### src/rtl/assert_macros.svh
// assertion macros used by jmsp_core
`ifndef ASSERT_MACROS_SVH
`define ASSERT_MACROS_SVH

// property checked on every rising edge outside reset
`define JMSP_ASSERT(label, clk, rst_n, prop) \
    label: assert property (@(posedge clk) disable iff (!rst_n) (prop)) \
        else $error("jmsp assertion failed");

// condition that must never be true outside reset
`define JMSP_NEVER(label, clk, rst_n, cond) \
    label: assert property (@(posedge clk) disable iff (!rst_n) !(cond)) \
        else $error("jmsp forbidden condition");

`endif

### src/rtl/jmsp_pkg.sv
// types, codes and constants of the jpeg marker segment parser
package jmsp_pkg;

    // byte classes
    localparam logic [3:0] CL_HEADER  = 4'd0;
    localparam logic [3:0] CL_FILL    = 4'd1;
    localparam logic [3:0] CL_MARKER  = 4'd2;
    localparam logic [3:0] CL_LENGTH  = 4'd3;
    localparam logic [3:0] CL_PAYLOAD = 4'd4;
    localparam logic [3:0] CL_TIFF    = 4'd5;
    localparam logic [3:0] CL_SCAN    = 4'd6;
    localparam logic [3:0] CL_STUFF   = 4'd7;
    localparam logic [3:0] CL_REJECT  = 4'd8;

    // marker bytes
    localparam logic [7:0] MK_PREFIX   = 8'hff;
    localparam logic [7:0] MK_SOI      = 8'hd8;
    localparam logic [7:0] MK_SOS      = 8'hda;
    localparam logic [7:0] MK_APP1     = 8'he1;
    localparam logic [7:0] MK_RST0     = 8'hd0;
    localparam logic [7:0] MK_RST7     = 8'hd7;
    localparam logic [7:0] MK_EOI      = 8'hd9;
    localparam logic [7:0] MK_STUFF    = 8'h00;

    localparam logic [2:0] SIG_LEN = 3'd6;

    typedef enum logic [9:0] {
        PH_HDR0    = 10'b00_0000_0001,
        PH_HDR1    = 10'b00_0000_0010,
        PH_REJECT  = 10'b00_0000_0100,
        PH_SEEK    = 10'b00_0000_1000,
        PH_CODE    = 10'b00_0001_0000,
        PH_LENHI   = 10'b00_0010_0000,
        PH_LENLO   = 10'b00_0100_0000,
        PH_PAYLOAD = 10'b00_1000_0000,
        PH_SCAN    = 10'b01_0000_0000,
        PH_SCANFF  = 10'b10_0000_0000
    } jmsp_phase_t;

    typedef struct packed {
        logic [7:0] data_byte;
        logic       start_of_file;
    } jmsp_item_t;

    typedef struct packed {
        logic [3:0]  byte_class;
        logic [7:0]  current_marker;
        logic [15:0] payload_left;
        logic        exif_seen;
        logic        header_error;
    } jmsp_result_t;

    // exif signature 45 78 69 66 00 00
    function automatic logic [7:0] exif_sig_byte(input logic [2:0] idx);
        logic [7:0] val;
        case (idx)
            3'd0:    val = 8'h45;
            3'd1:    val = 8'h78;
            3'd2:    val = 8'h69;
            3'd3:    val = 8'h66;
            default: val = 8'h00;
        endcase
        return val;
    endfunction

endpackage

### src/rtl/jmsp_in_stage.sv
// input register stage holding one accepted item
module jmsp_in_stage
    import jmsp_pkg::*;
(
    input  logic       clk,
    input  logic       rst_n,
    input  logic       s_tvalid,
    output logic       s_tready,
    input  logic [7:0] s_tdata,   // data_byte
    input  logic       s_tuser,   // start_of_file
    output logic       item_valid,
    output jmsp_item_t item,
    input  logic       item_take
);

    logic       valid_reg;
    logic       valid_next;
    jmsp_item_t item_reg;
    logic       s_accept;

    assign s_tready   = !valid_reg || item_take;
    assign s_accept   = s_tvalid && s_tready;
    assign item_valid = valid_reg;
    assign item       = item_reg;

    always_comb
    begin
        valid_next = valid_reg;
        if (s_accept)
        begin
            valid_next = 1'b1;
        end
        else if (item_take)
        begin
            valid_next = 1'b0;
        end
    end

    always_ff @(posedge clk or negedge rst_n)
    begin
        if (!rst_n)
        begin
            valid_reg <= 1'b0;
        end
        else
        begin
            valid_reg <= valid_next;
        end
    end

    always_ff @(posedge clk)
    begin
        if (s_accept)
        begin
            item_reg.data_byte     <= s_tdata;
            item_reg.start_of_file <= s_tuser;
        end
    end

endmodule

### src/rtl/jmsp_core.sv
// parser state, byte classification and result register
`include "assert_macros.svh"

module jmsp_core
    import jmsp_pkg::*;
(
    input  logic         clk,
    input  logic         rst_n,
    input  logic         cfg_we,
    input  logic [7:0]   cfg_wdata,
    input  logic         item_valid,
    input  jmsp_item_t   item,
    output logic         item_take,
    output logic         res_valid,
    output jmsp_result_t res,
    input  logic         res_ready
);

    logic [7:0]   exif_marker_reg;
    jmsp_phase_t  phase_reg, phase_next, phase_c;
    logic [7:0]   marker_reg, marker_next, marker_c;
    logic [15:0]  rem_reg, rem_next, rem_c;
    logic [7:0]   lenhi_reg, lenhi_next, lenhi_c;
    logic [2:0]   sig_reg, sig_next, sig_c;
    logic         exif_reg, exif_next, exif_c;
    logic         rej_reg, rej_next, rej_c;
    logic         out_valid_reg, out_valid_next;
    jmsp_result_t res_reg, res_next;

    logic [7:0]   b;
    logic         sof;
    logic [15:0]  len_full;
    logic [3:0]   cls;
    logic         restart_hit;

    assign item_take = item_valid && (!out_valid_reg || res_ready);
    assign res_valid = out_valid_reg;
    assign res       = res_reg;

    assign b   = item.data_byte;
    assign sof = item.start_of_file;

    // start_of_file clears the parser before the byte is taken
    assign phase_c  = sof ? PH_HDR0 : phase_reg;
    assign marker_c = sof ? 8'h00 : marker_reg;
    assign rem_c    = sof ? 16'h0000 : rem_reg;
    assign lenhi_c  = sof ? 8'h00 : lenhi_reg;
    assign sig_c    = sof ? 3'd0 : sig_reg;
    assign exif_c   = sof ? 1'b0 : exif_reg;
    assign rej_c    = sof ? 1'b0 : rej_reg;

    assign len_full = {lenhi_c, b};

    always_comb
    begin
        phase_next  = phase_c;
        marker_next = marker_c;
        rem_next    = rem_c;
        lenhi_next  = lenhi_c;
        sig_next    = sig_c;
        exif_next   = exif_c;
        rej_next    = rej_c;
        cls         = CL_FILL;
        restart_hit = 1'b0;

        unique case (phase_c)
            PH_HDR0:
            begin
                if (b == MK_PREFIX)
                begin
                    cls        = CL_HEADER;
                    phase_next = PH_HDR1;
                end
                else
                begin
                    cls        = CL_REJECT;
                    rej_next   = 1'b1;
                    phase_next = PH_REJECT;
                end
            end
            PH_HDR1:
            begin
                if (b == MK_SOI)
                begin
                    cls        = CL_HEADER;
                    phase_next = PH_SEEK;
                end
                else
                begin
                    cls        = CL_REJECT;
                    rej_next   = 1'b1;
                    phase_next = PH_REJECT;
                end
            end
            PH_REJECT:
            begin
                cls = CL_REJECT;
            end
            PH_CODE:
            begin
                if (b != MK_PREFIX)
                begin
                    cls         = CL_MARKER;
                    marker_next = b;
                    rem_next    = 16'h0000;
                    phase_next  = (b >= MK_RST0 && b <= MK_EOI) ? PH_SEEK : PH_LENHI;
                end
            end
            PH_LENHI:
            begin
                cls        = CL_LENGTH;
                lenhi_next = b;
                phase_next = PH_LENLO;
            end
            PH_LENLO:
            begin
                cls      = CL_LENGTH;
                sig_next = 3'd0;
                // lengths below two give an empty payload
                rem_next = (len_full >= 16'd2) ? (len_full - 16'd2) : 16'h0000;
                if (rem_next != 16'h0000)
                begin
                    phase_next = PH_PAYLOAD;
                end
                else
                begin
                    phase_next = (marker_c == MK_SOS) ? PH_SCAN : PH_SEEK;
                end
            end
            PH_PAYLOAD:
            begin
                cls      = CL_PAYLOAD;
                rem_next = (rem_c != 16'h0000) ? (rem_c - 16'd1) : rem_c;
                if (marker_c == exif_marker_reg)
                begin
                    if (sig_c >= SIG_LEN)
                    begin
                        cls = CL_TIFF;
                    end
                    else if (b == exif_sig_byte(sig_c))
                    begin
                        sig_next = sig_c + 3'd1;
                        if (sig_c == SIG_LEN - 3'd1)
                        begin
                            exif_next = 1'b1;
                        end
                    end
                    else
                    begin
                        // a mismatching byte restarts the match, counting it if it is the first signature byte
                        sig_next = (b == exif_sig_byte(3'd0)) ? 3'd1 : 3'd0;
                    end
                end
                if (rem_next == 16'h0000)
                begin
                    phase_next = (marker_c == MK_SOS) ? PH_SCAN : PH_SEEK;
                end
            end
            PH_SCAN:
            begin
                if (b == MK_PREFIX)
                begin
                    phase_next = PH_SCANFF;
                end
                else
                begin
                    cls = CL_SCAN;
                end
            end
            PH_SCANFF:
            begin
                if (b == MK_STUFF)
                begin
                    cls        = CL_STUFF;
                    phase_next = PH_SCAN;
                end
                else if (b == MK_PREFIX)
                begin
                    cls = CL_FILL;
                end
                else if (b >= MK_RST0 && b <= MK_RST7)
                begin
                    // restart marker stays inside the scan
                    cls         = CL_MARKER;
                    restart_hit = 1'b1;
                    phase_next  = PH_SCAN;
                end
                else
                begin
                    cls         = CL_MARKER;
                    marker_next = b;
                    rem_next    = 16'h0000;
                    phase_next  = (b >= MK_RST0 && b <= MK_EOI) ? PH_SEEK : PH_LENHI;
                end
            end
            default:
            begin
                // seek for the next prefix, also for codes that mean nothing
                cls        = CL_FILL;
                phase_next = (b == MK_PREFIX) ? PH_CODE : PH_SEEK;
            end
        endcase
    end

    always_comb
    begin
        res_next.byte_class     = cls;
        res_next.current_marker = restart_hit ? b : marker_next;
        res_next.payload_left   = rem_next;
        res_next.exif_seen      = exif_next;
        res_next.header_error   = rej_next;
        if (cls == CL_REJECT)
        begin
            res_next.current_marker = 8'h00;
            res_next.payload_left   = 16'h0000;
        end
    end

    always_comb
    begin
        out_valid_next = out_valid_reg;
        if (item_take)
        begin
            out_valid_next = 1'b1;
        end
        else if (res_ready)
        begin
            out_valid_next = 1'b0;
        end
    end

    always_ff @(posedge clk or negedge rst_n)
    begin
        if (!rst_n)
        begin
            exif_marker_reg <= MK_APP1;
            phase_reg       <= PH_HDR0;
            marker_reg      <= 8'h00;
            rem_reg         <= 16'h0000;
            lenhi_reg       <= 8'h00;
            sig_reg         <= 3'd0;
            exif_reg        <= 1'b0;
            rej_reg         <= 1'b0;
            out_valid_reg   <= 1'b0;
        end
        else
        begin
            out_valid_reg <= out_valid_next;
            if (cfg_we)
            begin
                exif_marker_reg <= cfg_wdata;
            end
            if (item_take)
            begin
                phase_reg  <= phase_next;
                marker_reg <= marker_next;
                rem_reg    <= rem_next;
                lenhi_reg  <= lenhi_next;
                sig_reg    <= sig_next;
                exif_reg   <= exif_next;
                rej_reg    <= rej_next;
            end
        end
    end

    always_ff @(posedge clk)
    begin
        if (item_take)
        begin
            res_reg <= res_next;
        end
    end

    `JMSP_ASSERT(a_reject_flagged, clk, rst_n,
        (out_valid_reg && res_reg.byte_class == CL_REJECT) |-> res_reg.header_error)
    `JMSP_ASSERT(a_tiff_after_sig, clk, rst_n,
        (out_valid_reg && res_reg.byte_class == CL_TIFF) |-> res_reg.exif_seen)
    `JMSP_ASSERT(a_marker_no_payload, clk, rst_n,
        (out_valid_reg && res_reg.byte_class == CL_MARKER) |-> res_reg.payload_left == 16'h0000)
    `JMSP_NEVER(a_take_needs_room, clk, rst_n,
        item_take && out_valid_reg && !res_ready)

endmodule

### src/rtl/jpeg_marker_segment_parser_top.sv
// top level of the jpeg marker segment parser
//
//   channel   dir  handshake          payload
//   s_*       in   s_tvalid/s_tready  tdata: data_byte; tuser: start_of_file
//   m_*       out  m_tvalid/m_tready  tdata: marker, payload_left, flags; tuser: class
//   cfg_*     in   cfg_we             cfg_wdata: exif_app_marker
//
// one item per clock sustained while m_tready is high; input register, then result register
// the parser state updates in the same cycle the item moves into the result register
// a stalled result keeps the input register full and drops s_tready, nothing is lost
// rst_n clears the parser state, both valid flags, and sets exif_app_marker to e1
module jpeg_marker_segment_parser_top
    import jmsp_pkg::*;
(
    input  logic        clk,
    input  logic        rst_n,
    input  logic        cfg_we,
    input  logic [7:0]  cfg_wdata,
    input  logic        s_tvalid,
    output logic        s_tready,
    input  logic [7:0]  s_tdata,   // [7:0] data_byte
    input  logic        s_tuser,   // start_of_file
    output logic        m_tvalid,
    input  logic        m_tready,
    output logic [31:0] m_tdata,   // [7:0] current_marker, [23:8] payload_left,
                                   // [24] exif_seen, [25] header_error, rest zero
    output logic [3:0]  m_tuser    // byte_class
);

    logic         item_valid;
    jmsp_item_t   item;
    logic         item_take;
    jmsp_result_t res;

    jmsp_in_stage u_in_stage (
        .clk        (clk),
        .rst_n      (rst_n),
        .s_tvalid   (s_tvalid),
        .s_tready   (s_tready),
        .s_tdata    (s_tdata),
        .s_tuser    (s_tuser),
        .item_valid (item_valid),
        .item       (item),
        .item_take  (item_take)
    );

    jmsp_core u_core (
        .clk        (clk),
        .rst_n      (rst_n),
        .cfg_we     (cfg_we),
        .cfg_wdata  (cfg_wdata),
        .item_valid (item_valid),
        .item       (item),
        .item_take  (item_take),
        .res_valid  (m_tvalid),
        .res        (res),
        .res_ready  (m_tready)
    );

    assign m_tdata = {6'b000000, res.header_error, res.exif_seen,
                      res.payload_left, res.current_marker};
    assign m_tuser = res.byte_class;

endmodule
### config.mk
export PLATFORM = sky130hd
export DESIGN_NAME = jpeg_marker_segment_parser_top
export DESIGN_NICKNAME = d
export VERILOG_FILES = /design/src/rtl/jmsp_pkg.sv /design/src/rtl/jmsp_in_stage.sv /design/src/rtl/jmsp_core.sv /design/src/rtl/jpeg_marker_segment_parser_top.sv
export VERILOG_INCLUDE_DIRS = /design/src /design/src/rtl
export SDC_FILE = /design/constraint.sdc
export NUM_CORES = 1
export LEC_CHECK = 0
export ABC_CLOCK_PERIOD_IN_PS = 4000
export BUFFER_PORTS_ARGS = -buffer_cell sky130_fd_sc_hd__buf_2
export CORE_MARGIN = 2
export CORE_UTILIZATION = 55
export DETAILED_ROUTE_END_ITERATION = 16
export GPL_ROUTABILITY_DRIVEN = 0
export MAX_ROUTING_LAYER = met4
export PLACE_DENSITY = 0.78
export SETUP_SLACK_MARGIN = 0.4
export SLEW_MARGIN = 0
export SYNTH_ARGS = -nofsm -noshare
export SYNTH_HDL_FRONTEND = slang
export SYNTH_SLANG_ARGS = --single-unit
### constraint.sdc
create_clock -name clk -period 4 [get_ports clk]
set_clock_uncertainty 0.1 [all_clocks]
set_input_delay 0.2 -clock clk [delete_from_list [all_inputs] [get_ports clk]]
set_output_delay 0.2 -clock clk [all_outputs]
set_load 0.02 [all_outputs]
; ---- Word-level counts from Yosys, hierarchy flattened
; Cells that the tools add are included.
[classes]
n_addsub = 3
n_lt_le_gt_ge = 5
n_eq_ne = 21
muxes = 68
n_reduce_logical = 16
[op_table]
columns = operator, n
row1 = two-way mux 16 bit, 7
row2 = one-hot mux 10 bit (9 select lines), 1
row3 = two-way mux 8 bit, 11
row4 = two-way mux 10 bit, 8
row5 = one-hot mux 16 bit (4 select lines), 1
row6 = one-hot mux 4 bit (8 select lines), 1
row7 = nonzero test 16 bit, 2
row8 = one-hot mux 7 bit (4 select lines), 1
row9 = equality test 8 bit (second input constant), 3
row10 = two-way mux 4 bit, 5
row11 = two-way mux 1 bit, 19
row12 = two-way mux 3 bit, 6
row13 = equality test 8 bit, 2
row14 = >= comparator 16 x 2 -> 1 bit (second input constant), 1
row15 = <= comparator 8 bit (second input constant), 2
row16 = zero test 16 bit, 1
row17 = one-hot mux 8 bit (2 select lines), 1
row18 = subtractor 16 x 1 -> 16 bit (second input constant), 1
row19 = subtractor 16 x 2 -> 16 bit (second input constant), 1
row20 = equality test 10 x 1 -> 1 bit (second input constant), 1
row21 = equality test 10 bit (second input constant), 1
row22 = equality test 10 x 2 -> 1 bit (second input constant), 1
row23 = equality test 10 x 3 -> 1 bit (second input constant), 1
row24 = equality test 10 x 5 -> 1 bit (second input constant), 1
row25 = other kinds (26), 34
[totals]
register_bits = 96
inputBits = 22
wordCells = 130

; ---- Longest topological paths before layout
[logic_depth]
word_depth = 11
depth_mapped = 15
depth_no_buf = 12

; ---- Cells and area by module
; From an unflattened synthesis, not the netlist that was laid out.
[hier_totals]
hier_cells = 700
hier_area_um2 = 6174.7
[by_module_without_submodules]
columns = mod, n_inst, cells_per_inst, area_per_inst_um2, seq_area_each_um2
row1 = jmsp_core, 1, 680, 5801.8, 2308.5
row2 = jmsp_in_stage, 1, 13, 324.1, 295.3
row3 = jpeg_marker_segment_parser_top, 1, 7, 48.8, 0.0

; ---- Worst setup path before layout
; Ideal clock, no wire load.
[synth_path]
path_type = register to register
from = register u_in_stage.item_reg (netlist bit u_in_stage.item[0])
to = register u_core.res_reg (netlist bit u_core.res[1]), data pin
setup_ns = 0.141
arrival_time_ns = 3.584
path_slack_ns = 0.175
path_stages_with_launch = 16
n_path_buf = 3
synth_period_minus_slack_ns = 3.825
path_cell_list = edfxtp_1 -> buf_2 -> inv_1 -> buf_1 -> clkbuf_1 -> nand2_1 -> inv_1 -> ha_1 -> ha_1 -> or4b_2 -> nand2_1 -> a31oi_1 -> a2111o_1 -> nor4b_1 -> a41oi_1 -> nor2_1
[synth_via]
elab_chain_len = 11
word_cells_on_any_way = 22
cone_classes = order compare (1) / eq/ne (7) / mux (13) / reduce/logical (1)
[synth_rtl]
columns = element, line_no
row1 = "start, declared", jmsp_in_stage.sv:18  ; jmsp_item_t item_reg;
row2 = two-way mux 3 bit, jmsp_core.sv:48  ; assign sig_c = sof ? 3'd0 : sig_reg;
row3 = equality test 3 x 2 -> 1 bit (tied with other cells), jmsp_pkg.sv:56  ; case (idx)
row4 = one-hot mux 7 bit (4 select lines), jmsp_pkg.sv:56
row5 = two-way mux 8 bit, jmsp_core.sv:136  ; if (sig_c >= SIG_LEN)
row6 = two-way mux 8 bit, jmsp_core.sv:134  ; if (marker_c == exif_marker_reg)
row7 = two-way mux 8 bit, jmsp_core.sv:66  ; unique case (phase_c)
row8 = equality test 8 bit, jmsp_core.sv:140  ; else if (b == exif_sig_byte(sig_c))
row9 = two-way mux 1 bit, jmsp_core.sv:140
row10 = two-way mux 1 bit, jmsp_core.sv:136
row11 = two-way mux 1 bit, jmsp_core.sv:134
row12 = two-way mux 1 bit *, jmsp_core.sv:66
row13 = net u_core.exif_next, jmsp_core.sv:25  ; logic exif_reg, exif_next, exif_c;
row14 = "end signal, assigned", jmsp_core.sv:270  ; res_reg <= res_next;
row15 = "end, declared", jmsp_core.sv:28  ; jmsp_result_t res_reg, res_next;
; The timed path passes the listed nets; every way through them passes the cells marked *. The select of a mux whose other input is x is not followed.
; A chain may end at the register's enable or synchronous reset.

; ---- Worst setup path after layout
[layout_path]
from = register u_in_stage.item_reg (netlist bit u_in_stage.item[0])
to = register u_core.res_reg (netlist bit u_core.res[20]), data pin
[layout_via]
elab_chain_len = 6
word_cells_on_any_way = 26
cone_classes = order compare (1) / eq/ne (11) / mux (13) / reduce/logical (1)
[layout_rtl]
columns = element, line_no
row1 = two-way mux 3 bit or two-way mux 8 bit (tied branches), "jmsp_core.sv:48, jmsp_core.sv:45"
row2 = >= comparator 3 bit or two-way mux 8 bit (tied branches), "jmsp_core.sv:136, jmsp_core.sv:181"
row3 = two-way mux 1 bit or two-way mux 8 bit (tied branches), "jmsp_core.sv:136, jmsp_core.sv:177"
row4 = two-way mux 4 bit or two-way mux 8 bit (tied branches), "jmsp_core.sv:134, jmsp_core.sv:172"
row5 = one-hot mux 4 bit (8 select lines) or one-hot mux 8 bit (2 select lines) (tied branches), jmsp_core.sv:66
row6 = equality test 4 bit or two-way mux 8 bit (tied branches), "jmsp_core.sv:212, jmsp_core.sv:208"
; Several ways; a longest one is shown, not always the timed one.

==> impl_metrics.csv <==
group,metric,value,unit
cells_and_area,largest_reg_flops,30,
routing,routedLengthMet1,7420,um
sta,hold_slack,0.0287,ns
critical_path,crit_chain,"buf_12 -> nor3_2 -> nand3_1 -> nor2_1 -> o21ai_0 -> a221oi_1 -> nand2_1 -> a21oi_1",
critical_path,startpoint,"u_in_stage.item[0]",
routing,dr.pass1.iters,7,
cells_and_area,multi_input_area,3540,um2
logic_synthesis,synth-edff-count,39,
grt,grt_max_degree,66,
critical_path,crit_path_end_kind,"flop",
clock_network,path_clk_slew,0.07,ns
routing,drtAntennaViolNets,0,
sta,min_period_over_period,87.4,%
flow_run,cap_violations,0,
floorplanning,start_util,56.5,%
critical_path,cp_max_fo,65,
logic_synthesis,synth.top_cell.area_share,20.2,%
critical_path,crit_arrival,3.57,ns
power,p_leak,2.83,nW
power,peakVddDrop,0.349,mV
placed_design,portBuffers,53,
logic_synthesis,ys_seq_area_share,40.4,%
sta,rsz0062_at_grt,"no",
grt,antenna_found_initial,0,
worst_hold_path,hold_class,"in -> reg",
clock_network,clock_sinks,96,
floorplanning,core_area,11400,um2
routing,wirelength,18200,um
logic_synthesis,synthTopCellsByArea,"dfrtp_1, edfxtp_1, nand2_1, o21ai_0, nor2_1",
clock_network,htreeDepth,3,
logic_synthesis,synth_seq_cells,96,
logic_synthesis,ys_top_cells_by_count,"nand2_1, nor2_1, o21ai_0",
critical_path,crit_path_start_kind,"flop",
cells_and_area,fin_nets,812,
worst_hold_path,holdCritStartpoint,"m_tready",
grt,grt_first_pass_wirelength,29500,um
logic_synthesis,synth_most_common_cell,"nand2_1",
placed_design,dp_hpwl,12400,um
clock_network,cts_made_buffers,9,
grt,first_global_vias,5877,
logic_synthesis,avgSynthCellArea,8.70,um2
critical_path,slowest_stage,"a221oi_1",
critical_path,rr_startpoint,"u_in_stage.item[0]",
grt,grtUsageTotal,30.0,%
cells_and_area,fillers,940,
logic_synthesis,yosys_warnings,0,
sta,max_clock_freq,286,MHz
routing,met3WireLength,1600,um
logic_synthesis,syn-cell-area,6450,um2
clock_network,cts_tree,"built",
cells_and_area,area_growth,12.9,%
sta,finalHoldViolations,0,
clock_network,clk_latency,0.36,ns
logic_synthesis,synth.distinct_cells,81,
cells_and_area,num_antenna_cells,0,
floorplanning,die_h,112,um
routing,wl_per_cell,19.6,um
floorplanning,rows,39,
sta,slew_viol_final,0,
critical_path,cp_slowest_stage_delay,0.56,ns
routing,drc,0,
routing,top_layer,"met4",
floorplanning,io_pins,60,
grt,grt_overflow,0,
sta,period_needed,3.49,ns
cells_and_area,design_area,7280,um2
sta,relSlewSlack,27.9,%
critical_path,crit_buf_inv,1,
logic_synthesis,netlist.top_cell.by_area,"dfrtp_1",
routing,met2_length,8440,um
cells_and_area,seqCellArea,2600,um2
power,power.density,332,nW/um2
clock_network,cts-root-buf,"clkbuf_16",
sta,worst_pin_slew,1.08,ns
clock_network,clockBufferDepth,2,
logic_synthesis,async_reset_ff_share,59.4,%
run_status,status,"complete, no violations",
routing,drtIter0Drc,846,
routing,via_count,6308,
cells_and_area,drive_gt1_share,15.9,%
sta,finalSetupTns,0,ns
cells_and_area,fin_cells,930,
logic_synthesis,synthCells,741,
critical_path,cp.required,4.08,ns
logic_synthesis,synthFlopType,"dfrtp_1",
placed_design,dp_cells,895,
sta,setup_viol,0,
placed_design,place_area,6760,um2
critical_path,path_delay_family,"simple AND/OR/NAND/NOR gates",
routing,vias_per_cell,6.78,
floorplanning,die_area,12600,um2
critical_path,crit_type,"reg -> reg",
floorplanning,dieWidth,112,um
[cell families after synthesis]
family | share of synthesized area [%]
xor+xnor | 2.17
other cells | 0.0582
buf+inv | 5.37
flops | 40.4
simple gates | 22.9
compound gates | 25.0
mux | 2.54
fa+ha+maj | 1.55
[final cells by class]
cell class	instances	area share [%]
Clock buffer	9	3.09
Clock inverter	7	1.08
Inverter	21	1.08
Multi-Input combinational cell	568	48.7
Sequential cell	96	35.8
Tap cell	143	2.46
Timing Repair Buffer	86	7.87
[report_power, final]
part / internal (W) / switching [W]
clock network: 0.000493 / 0.000409
logic: 0.000135 / 0.000244
registers: 0.00108 / 0.0000520
total: 0.00171 / 0.000705
[placed cells by master, fill, tap and decap left out, types with 7 or more instances in the layout]
cell type and n:
buf_4 13, nand2_1 79, xnor2_1 14, a21oi_1 46, nor3_1 27, dfrtp_1 52, nor2b_1 18, o31ai_1 11
o21ai_0 53, mux2_2 11, clkbuf_16 9, buf_2 53, a22o_1 8, edfxtp_1 39, nor2_1 67, a31oi_1 18
nand3_1 12, nand4_1 8, nand2b_1 9, nor4_1 15, o22ai_1 7, dlygate4sd3_1 19, o211ai_1 10, ha_1 7
inv_1 19
[path summary, 6_finish.rpt]
kind / to / slack, ns / cells after the start
worst max-delay path: u_core.res[20] / 0.51 / 8
worst min-delay path: u_core.res_valid / 0.03 / 3
worst max register to register: u_core.res[20] / 0.51 / 8
worst min register to register: u_core.res_valid / 0.41 / 1
max in group asynchronous: u_core.exif_marker_reg[0] / 2.54 / 3
min in group asynchronous: u_core.rem_reg[11] / 0.33 / 2
[per-layer routing]
metal | vias to the layer above | GRT usage (%)
met5 | - | -
li1 | 2858 | -
met4 | 0 | 13.3
met2 | 380 | 46.6
met3 | 77 | 6.16
met1 | 2993 | 38.2
[repair_timing]
action	4_1_cts	5_1_grt
setup endpoints to repair	0	3
setup buffers	0	0
hold endpoints to repair	45	0
gates resized for setup	0	4
hold buffers	19	0
[through the flow]
step           setup WS, ns  power, W  util (%)
6_report              0.505   0.00242      63.8
5_1_grt               0.415   0.00250      63.8
4_1_cts               0.529   0.00242      63.5
3_5_place_dp          0.542   0.00150      59.2
3_3_place_gp          0.684   0.00149      59.2
2_1_floorplan         0.417   0.00139         -
[worst min-delay path: stages]
cell,delay [ns]
buf_2,0.08
nand2b_1,0.11
nand2b_1,0.06
Power figures use the tool's default switching activity.
